`src/rtl/tpd_pkg.sv`:
```
// Shared types and constants for the phase-angle TRIAC dimmer.
// Used by every module in this folder; depends on nothing.

package tpd_pkg;

	localparam int LevelW = 7;
	localparam int TickW  = 17;
	localparam int CfgW   = 10;
	localparam int CfgIdxW = 3;

	// Command codes carried in the op field of an item.
	localparam logic [2:0] OP_TICK  = 3'd0;
	localparam logic [2:0] OP_ZCROSS = 3'd1;
	localparam logic [2:0] OP_SET   = 3'd2;
	localparam logic [2:0] OP_INC   = 3'd3;
	localparam logic [2:0] OP_DEC   = 3'd4;
	localparam logic [2:0] OP_POWER = 3'd5;

	// Configuration register indexes.
	localparam logic [CfgIdxW-1:0] REG_STEP_TICKS    = 3'd0;
	localparam logic [CfgIdxW-1:0] REG_PULSE_TICKS   = 3'd1;
	localparam logic [CfgIdxW-1:0] REG_LEVEL_STEP    = 3'd2;
	localparam logic [CfgIdxW-1:0] REG_LED_THRESHOLD = 3'd3;
	localparam logic [CfgIdxW-1:0] REG_RESTORE_FLOOR = 3'd4;

	// Reset values.
	localparam logic [9:0]        RST_STEP_TICKS    = 10'd78;
	localparam logic [7:0]        RST_PULSE_TICKS   = 8'd10;
	localparam logic [5:0]        RST_LEVEL_STEP    = 6'd5;
	localparam logic [LevelW-1:0] RST_LED_THRESHOLD = 7'd10;
	localparam logic [LevelW-1:0] RST_RESTORE_FLOOR = 7'd20;
	localparam logic [LevelW-1:0] RST_LEVEL         = 7'd45;
	localparam logic [LevelW-1:0] RST_PHASE_STEPS   = 7'd71;

	localparam logic [LevelW-1:0] LEVEL_MAX = 7'd100;

	// 127/100 scaled by 2^16 and rounded up; exact floor for levels up to 100.
	localparam logic [16:0] PHASE_MUL = 17'd83231;

	typedef struct packed {
		logic [2:0]         op;
		logic signed [15:0] set_value;
	} tpd_cmd_t;

	typedef struct packed {
		logic              gate;
		logic              led;
		logic [LevelW-1:0] level;
		logic [LevelW-1:0] phase_steps;
	} tpd_res_t;

	typedef struct packed {
		logic [LevelW-1:0] level;
		logic [LevelW-1:0] phase_steps;
	} tpd_level_t;

	// Firing delay in phase steps: 128 - floor(127*level/100), capped at 127.
	function automatic logic [LevelW-1:0] phase_for(input logic [LevelW-1:0] lv);
		logic [23:0] prod;
		logic [7:0]  d;
		prod = 24'(lv) * 24'(PHASE_MUL);
		d = 8'd128 - {1'b0, prod[22:16]};
		phase_for = d[7] ? 7'd127 : d[6:0];
	endfunction

endpackage

```
`src/rtl/tpd_level.sv`:
```
// Brightness level state: set, step, and power toggle with saved level.
// Depends on tpd_pkg.

module tpd_level
	import tpd_pkg::*;
(
	input  logic              clk,
	input  logic              arst_n,
	input  logic              accept,
	input  tpd_cmd_t          cmd,
	input  logic [5:0]        level_step,
	input  logic [LevelW-1:0] restore_floor,
	output logic [LevelW-1:0] phase_cur,
	output tpd_level_t        next
);

	logic [LevelW-1:0] cur_q, saved_q, delay_q;
	logic [LevelW-1:0] lv_new, saved_new, floor_cap, keep;
	logic              upd;
	logic [7:0]        sum;

	assign sum       = {1'b0, cur_q} + {2'b00, level_step};
	assign floor_cap = (restore_floor > LEVEL_MAX) ? LEVEL_MAX : restore_floor;
	assign keep      = (cur_q > floor_cap) ? cur_q : floor_cap;

	always_comb begin
		upd       = 1'b1;
		lv_new    = cur_q;
		saved_new = cur_q;
		case (cmd.op)
			OP_SET: begin
				if (cmd.set_value < 16'sd0)
					lv_new = '0;
				else if (cmd.set_value > 16'sd100)
					lv_new = LEVEL_MAX;
				else
					lv_new = cmd.set_value[LevelW-1:0];
				saved_new = lv_new;
			end
			OP_INC: begin
				lv_new    = (sum > 8'(LEVEL_MAX)) ? LEVEL_MAX : sum[LevelW-1:0];
				saved_new = lv_new;
			end
			OP_DEC: begin
				lv_new    = ({1'b0, cur_q} < {2'b00, level_step}) ? '0 :
					7'({1'b0, cur_q} - {2'b00, level_step});
				saved_new = lv_new;
			end
			OP_POWER: begin
				if (cur_q != '0) begin
					lv_new    = '0;
					saved_new = keep;
				end else begin
					lv_new    = (saved_q > LEVEL_MAX) ? LEVEL_MAX : saved_q;
					saved_new = lv_new;
				end
			end
			default: begin
				upd = 1'b0;
			end
		endcase
	end

	assign next.level       = lv_new;
	assign next.phase_steps = upd ? phase_for(lv_new) : delay_q;
	assign phase_cur        = delay_q;

	always_ff @(posedge clk or negedge arst_n) begin
		if (!arst_n) begin
			cur_q   <= RST_LEVEL;
			saved_q <= RST_LEVEL;
			delay_q <= RST_PHASE_STEPS;
		end else if (accept && upd) begin
			cur_q   <= lv_new;
			saved_q <= saved_new;
			delay_q <= next.phase_steps;
		end
	end

endmodule

```
`src/rtl/tpd_fire.sv`:
```
// Firing sequencer: zero-cross delay countdown followed by the gate pulse.
// Depends on tpd_pkg.

module tpd_fire
	import tpd_pkg::*;
(
	input  logic              clk,
	input  logic              arst_n,
	input  logic              accept,
	input  logic [2:0]        op,
	input  logic [LevelW-1:0] phase_steps,
	input  logic [9:0]        step_ticks,
	input  logic [7:0]        pulse_ticks,
	output logic              gate_next
);

	typedef enum logic [1:0] {
		PH_IDLE,
		PH_DELAY,
		PH_PULSE
	} phase_t;

	phase_t           phase_q, phase_d;
	logic [TickW-1:0] tick_q, tick_d;
	logic [TickW-1:0] delay_ticks;

	assign delay_ticks = TickW'(phase_steps) * TickW'(step_ticks);

	// A count of zero or one both end the current phase on the next tick.
	always_comb begin
		phase_d = phase_q;
		tick_d  = tick_q;
		case (op)
			OP_TICK: begin
				case (phase_q)
					PH_DELAY: begin
						if (tick_q > TickW'(1)) begin
							tick_d = tick_q - TickW'(1);
						end else begin
							phase_d = PH_PULSE;
							tick_d  = TickW'(pulse_ticks);
						end
					end
					PH_PULSE: begin
						if (tick_q > TickW'(1)) begin
							tick_d = tick_q - TickW'(1);
						end else begin
							phase_d = PH_IDLE;
							tick_d  = '0;
						end
					end
					default: begin
					end
				endcase
			end
			OP_ZCROSS: begin
				if (phase_q != PH_DELAY && phase_q != PH_PULSE) begin
					phase_d = PH_DELAY;
					tick_d  = delay_ticks;
				end
			end
			default: begin
			end
		endcase
	end

	assign gate_next = (phase_d == PH_PULSE);

	always_ff @(posedge clk or negedge arst_n) begin
		if (!arst_n) begin
			phase_q <= PH_IDLE;
			tick_q  <= '0;
		end else if (accept) begin
			phase_q <= phase_d;
			tick_q  <= tick_d;
		end
	end

endmodule

```
`src/rtl/triac_phase_dimmer_top.sv`:
```
// Results are registered; a result lands in the skid register while another waits.
// One item per cycle when not stalled; the level and firing state update in one pass.
// A two-entry output (result register plus skid register) keeps input flowing
// while a result waits; cmd_stall rises only when both entries are full.
// Reset (arst_n low) restores level 45, phase 71, idle firing and default registers.

module triac_phase_dimmer_top
	import tpd_pkg::*;
(
	input  logic               clk,
	input  logic               arst_n,
	input  logic               cmd_valid,
	output logic               cmd_stall,
	input  tpd_cmd_t           cmd,
	output logic               res_valid,
	input  logic               res_stall,
	output tpd_res_t           res,
	input  logic               cfg_we,
	input  logic [CfgIdxW-1:0] cfg_index,
	input  logic [CfgW-1:0]    cfg_data
);

	logic [9:0]        step_ticks_q;
	logic [7:0]        pulse_ticks_q;
	logic [5:0]        level_step_q;
	logic [LevelW-1:0] led_threshold_q;
	logic [LevelW-1:0] restore_floor_q;

	logic              accept, take;
	logic              gate_next;
	logic [LevelW-1:0] phase_cur;
	tpd_level_t        lvl_next;
	tpd_res_t          res_new;
	tpd_res_t          res_q, skid_q;
	logic              res_valid_q, skid_valid_q;

	always_ff @(posedge clk or negedge arst_n) begin
		if (!arst_n) begin
			step_ticks_q    <= RST_STEP_TICKS;
			pulse_ticks_q   <= RST_PULSE_TICKS;
			level_step_q    <= RST_LEVEL_STEP;
			led_threshold_q <= RST_LED_THRESHOLD;
			restore_floor_q <= RST_RESTORE_FLOOR;
		end else if (cfg_we) begin
			case (cfg_index)
				REG_STEP_TICKS:    step_ticks_q    <= cfg_data[9:0];
				REG_PULSE_TICKS:   pulse_ticks_q   <= cfg_data[7:0];
				REG_LEVEL_STEP:    level_step_q    <= cfg_data[5:0];
				REG_LED_THRESHOLD: led_threshold_q <= cfg_data[LevelW-1:0];
				REG_RESTORE_FLOOR: restore_floor_q <= cfg_data[LevelW-1:0];
				default: begin
				end
			endcase
		end
	end

	assign cmd_stall = skid_valid_q;
	assign accept    = cmd_valid && !skid_valid_q;
	assign take      = res_valid_q && !res_stall;

	tpd_level u_level (
		.clk           (clk),
		.arst_n        (arst_n),
		.accept        (accept),
		.cmd           (cmd),
		.level_step    (level_step_q),
		.restore_floor (restore_floor_q),
		.phase_cur     (phase_cur),
		.next          (lvl_next)
	);

	// Zero-cross never changes the level, so the latched phase is the right one.
	tpd_fire u_fire (
		.clk         (clk),
		.arst_n      (arst_n),
		.accept      (accept),
		.op          (cmd.op),
		.phase_steps (phase_cur),
		.step_ticks  (step_ticks_q),
		.pulse_ticks (pulse_ticks_q),
		.gate_next   (gate_next)
	);

	assign res_new.gate        = gate_next;
	assign res_new.led         = (lvl_next.level > led_threshold_q);
	assign res_new.level       = lvl_next.level;
	assign res_new.phase_steps = lvl_next.phase_steps;

	always_ff @(posedge clk or negedge arst_n) begin
		if (!arst_n) begin
			res_valid_q  <= 1'b0;
			skid_valid_q <= 1'b0;
		end else begin
			if (skid_valid_q) begin
				if (take) begin
					skid_valid_q <= 1'b0;
				end
			end else if (accept) begin
				if (!res_valid_q || take) begin
					res_valid_q <= 1'b1;
				end else begin
					skid_valid_q <= 1'b1;
				end
			end else if (take) begin
				res_valid_q <= 1'b0;
			end
		end
	end

	always_ff @(posedge clk) begin
		if (skid_valid_q) begin
			if (take) begin
				res_q <= skid_q;
			end
		end else if (accept) begin
			if (!res_valid_q || take) begin
				res_q <= res_new;
			end else begin
				skid_q <= res_new;
			end
		end
	end

	assign res_valid = res_valid_q;
	assign res       = res_q;

	a_skid_implies_res: assert property (@(posedge clk) disable iff (!arst_n)
		skid_valid_q |-> res_valid_q)
		else $error("skid entry held without a result in front of it");

	a_accept_gives_result: assert property (@(posedge clk) disable iff (!arst_n)
		accept |=> res_valid_q)
		else $error("accepted item produced no result");

	a_level_range: assert property (@(posedge clk) disable iff (!arst_n)
		res_valid_q |-> (res_q.level <= LEVEL_MAX))
		else $error("result level above 100");

	a_phase_nonzero: assert property (@(posedge clk) disable iff (!arst_n)
		res_valid_q |-> (res_q.phase_steps != '0))
		else $error("result phase count is zero");

endmodule
```
`config.mk`:
```
export PLATFORM = sky130hd
export DESIGN_NAME = triac_phase_dimmer_top
export DESIGN_NICKNAME = d
export VERILOG_FILES = /design/src/rtl/tpd_pkg.sv /design/src/rtl/tpd_level.sv /design/src/rtl/tpd_fire.sv /design/src/rtl/triac_phase_dimmer_top.sv
export SDC_FILE = /design/constraint.sdc
export NUM_CORES = 1
export LEC_CHECK = 0
export ABC_AREA = 1
export BUFFER_PORTS_ARGS = -buffer_cell sky130_fd_sc_hd__buf_2
export CORE_MARGIN = 5
export CORE_UTILIZATION = 65
export CTS_BUF_LIST = sky130_fd_sc_hd__clkbuf_4
export CTS_CLUSTER_SIZE = 24
export DETAILED_ROUTE_END_ITERATION = 7
export PLACE_DENSITY = 0.84
export REMOVE_ABC_BUFFERS = 1
export SLEW_MARGIN = 40
export SYNTH_ARGS = -nofsm -noshare
export SYNTH_HDL_FRONTEND = slang
export SYNTH_SLANG_ARGS = --single-unit
export TNS_END_PERCENT = 1
```
`constraint.sdc`:
```
create_clock -name clk -period 7.8 [get_ports clk]
set_input_delay 0.39 -clock clk [delete_from_list [all_inputs] [get_ports clk]]
set_output_delay 0.39 -clock clk [all_outputs]
set_load 0.005 [all_outputs]
```
==> results.py <==
metrics = {
    "cts": {
        "cts-root-buf": "clkbuf_4",
        "htree_levels": 3,
        "ctsLongestPathBuffers": 2,
        "cts.sinks": 112,
        "postCtsSetupBuffers": 0,
        "clock_latency_ns": 0.52,
        "clkSlewWorstSetupHoldPaths_ns": 0.19,
        "cts_buffers": 9,
        "cts_tree": "done",
    },
    "die": {
        "dieWidth_um": 138.5,
        "ios": 55,
        "die_y_um": 138.5,
        "core_mm2": 0.01641,
        "start_util_pct": 65.37,
        "dieArea_mm2": 0.01917,
        "rows": 47,
    },
    "critical_path": {
        "critical_path_buf_inv_count": 5,
        "cp-end-kind": "flip-flop",
        "critPathMaxStageDelay_ns": 0.58,
        "cp-start-kind": "flip-flop",
        "rrSetupSlack_ns": 0.72,
        "endpoint": "res[6]",
        "crit_fanout": 10,
        "worstReg2RegStart": "level_step_q[2]",
        "worstPathArrival_ns": 7.39,
        "r2r_end": "res[6]",
        "slowest_stage": "dfstp_2",
        "cp_common_cell": "nand2_1",
        "reg2reg_depth": 40,
        "cp_top_family": "adder cells",
        "cp.required_ns": 8.11,
        "crit_start": "level_step_q[2]",
        "path_depth": 40,
        "crit_type": "flip-flop to flip-flop",
    },
    "global_routing": {
        "grt_max_degree": 81,
        "gr-total-overflow": 0,
        "grt_use_total_pct": 27.24,
        "grt_pass1_wl_mm": 43.30,
        "grt_pass1_vias": 9084,
        "grt_antenna_before_repair": 3,
    },
    "yosys": {
        "ys.flop_type": "dfrtp_1",
        "ys_seq_area_share_pct": 27.90,
        "post_synth.cell_area_avg_um2": 7.778,
        "synth_edf_count": 32,
        "synth_common_cells": "nand2_1, inv_1, ha_1",
        "yosys.area.top_type": "ha_1",
        "synth_top_area_share_pct": 14.82,
        "ys_types": 60,
        "ys.warnings.count": 0,
        "synthTopCellsByArea": "ha_1, dfrtp_1, nand2_1",
        "synth-seq-cells": 112,
        "synth_cells": 1379,
        "netlist_area_mm2": 0.01073,
        "synth_most_common_cell": "nand2_1",
        "async_reset_ff_share_pct": 71.43,
    },
    "timing": {
        "worst_pin_slew_ns": 0.8166,
        "finalCriticalPeriod_ns": 7.084,
        "final_max_slew_viol_count": 0,
        "grt_setup_unrepaired": "no",
        "hold_violations": 0,
        "clock-skew-final_ns": 0.02692,
        "fin_tns_setup_ns": 0,
        "slew_headroom_pct": 45.56,
        "finalSetupViolCount": 0,
        "fmax_mhz": 141.2,
        "period_share_pct": 90.83,
    },
    "final_layout": {
        "nNetsFinal": 1635,
        "multi_input_area_mm2": 0.006754,
        "area.sequential_mm2": 0.002993,
        "layout-drive-gt1-share_pct": 11.26,
        "fillCellCount": 1335,
        "syn_to_final_growth_pct": 6.032,
    },
    "routing": {
        "vias_per_cell": 5.644,
        "drtPass1Iterations": 6,
        "num_vias": 9273,
        "wl_per_cell_um": 15.64,
        "finalWirelength_mm": 25.70,
        "drtIter0Drc": 664,
        "ant_nets": 0,
        "drc_errors": 0,
    },
    "outcome": {
        "status": "completed",
    },
    "placement": {
        "gp_congestion": 0.9441,
        "hpwl_mm": 20.25,
        "numPortBuffers": 54,
    },
    "hold_path": {
        "min_path_type": "input pin to flip-flop",
    },
    "run": {
        "drv_cap": 0,
    },
}
-- metrics by stage --
stage	area, µm²	utilization (%)	instances	worst slack [ns]	hold WS, ns
4_1_cts	11330	69.08	1640	0.6693	0.07607
6_report	11370	69.31	1643	0.7155	0.08947
3_3_place_gp	11170	68.09	1623	0.8576	0.4682
2_1_floorplan	10580	-	1343	1.225	0.09441
3_5_place_dp	11180	68.16	1623	0.7015	0.4757
5_1_grt	11370	69.31	1643	0.02744	0.05219
-- worst min-delay path by stage --
stage,start,to,slack [ns],depth (start not counted)
detailed placement,arst_n,u_fire.tick_q[6],0.48,1
CTS,cfg_data[9],step_ticks_q[9],0.08,2
global placement,led_threshold_q[6],led_threshold_q[6],0.47,2
floorplan,arst_n,cmd_stall,0.09,0
global route,cfg_data[9],step_ticks_q[9],0.05,2
finish,cfg_data[9],step_ticks_q[9],0.09,2
-- layout by cell type (no fill, tap or decap), types with 7 or more instances in the layout --
| cell | count |
|---|---|
| a21oi_1 | 76 |
| a22oi_1 | 8 |
| a31oi_1 | 7 |
| buf_2 | 53 |
| clkbuf_4 | 10 |
| dfrtp_1 | 56 |
| dfstp_2 | 24 |
| edfxtp_1 | 32 |
| fa_1 | 55 |
| ha_1 | 127 |
| inv_1 | 211 |
| inv_2 | 13 |
| nand2_1 | 307 |
| nand2_2 | 10 |
| nand3_1 | 67 |
| nand4_1 | 12 |
| nor2_1 | 102 |
| nor3_1 | 14 |
| o211ai_1 | 7 |
| o21ai_0 | 102 |
| o21ai_1 | 12 |
| xor2_1 | 19 |
-- metal layers --
| layer | part of all wire [%] | global-route usage [%] |
|---|---|---|
| met5 | 0.051 | 0 |
| met2 | 49 | 46.87 |
| met4 | 2.7 | 8.632 |
| met3 | 5.6 | 4.593 |
| met1 | 43 | 35.28 |
-- state kept, by name (all words and copies together), names as in the netlist, 2 cells and up --
signal,count
res,16
skid_q,16
level_step_q,6
u_level.saved_q,7
restore_floor_q,7
u_fire.phase_q,2
u_level.cur_q,7
pulse_ticks_q,8
led_threshold_q,7
u_fire.tick_q,17
u_level.phase_cur,7
step_ticks_q,10
-- timing repair --
action	4_1_cts	5_1_grt
endpoints found under the setup margin	0	1
hold endpoints to repair	56	0
hold buffers	1	0
gates resized for setup	0	1
-- layout make-up --
type                       instances  share of cell area, %
inverter                         225                  7.427
clock buffer                      10                 0.6601
sequential                       112                  26.32
antenna                            2                0.04401
multi-input combinational       1006                  59.39
timing repair buffer              62                  3.158
tap                              220                  2.420
clock inverter                     6                 0.5831
-- kinds of logic (layout without fill, tap and decap cells) --
| group | Yosys count | count (layout) | synth area share, % |
|---|---|---|---|
| buf+inv | 261 | 303 | 9.274 |
| flops | 112 | 112 | 27.90 |
| mux | 2 | 2 | 0.2100 |
| simple gates | 553 | 553 | 22.59 |
| other cells | 0 | 2 | 0 |
| compound gates | 244 | 244 | 12.76 |
| xor+xnor | 25 | 25 | 2.181 |
| fa+ha+maj | 182 | 182 | 25.08 |
Power is not shown: default switching activity piles up to over one toggle a cycle in this logic, so the estimate is an artifact.
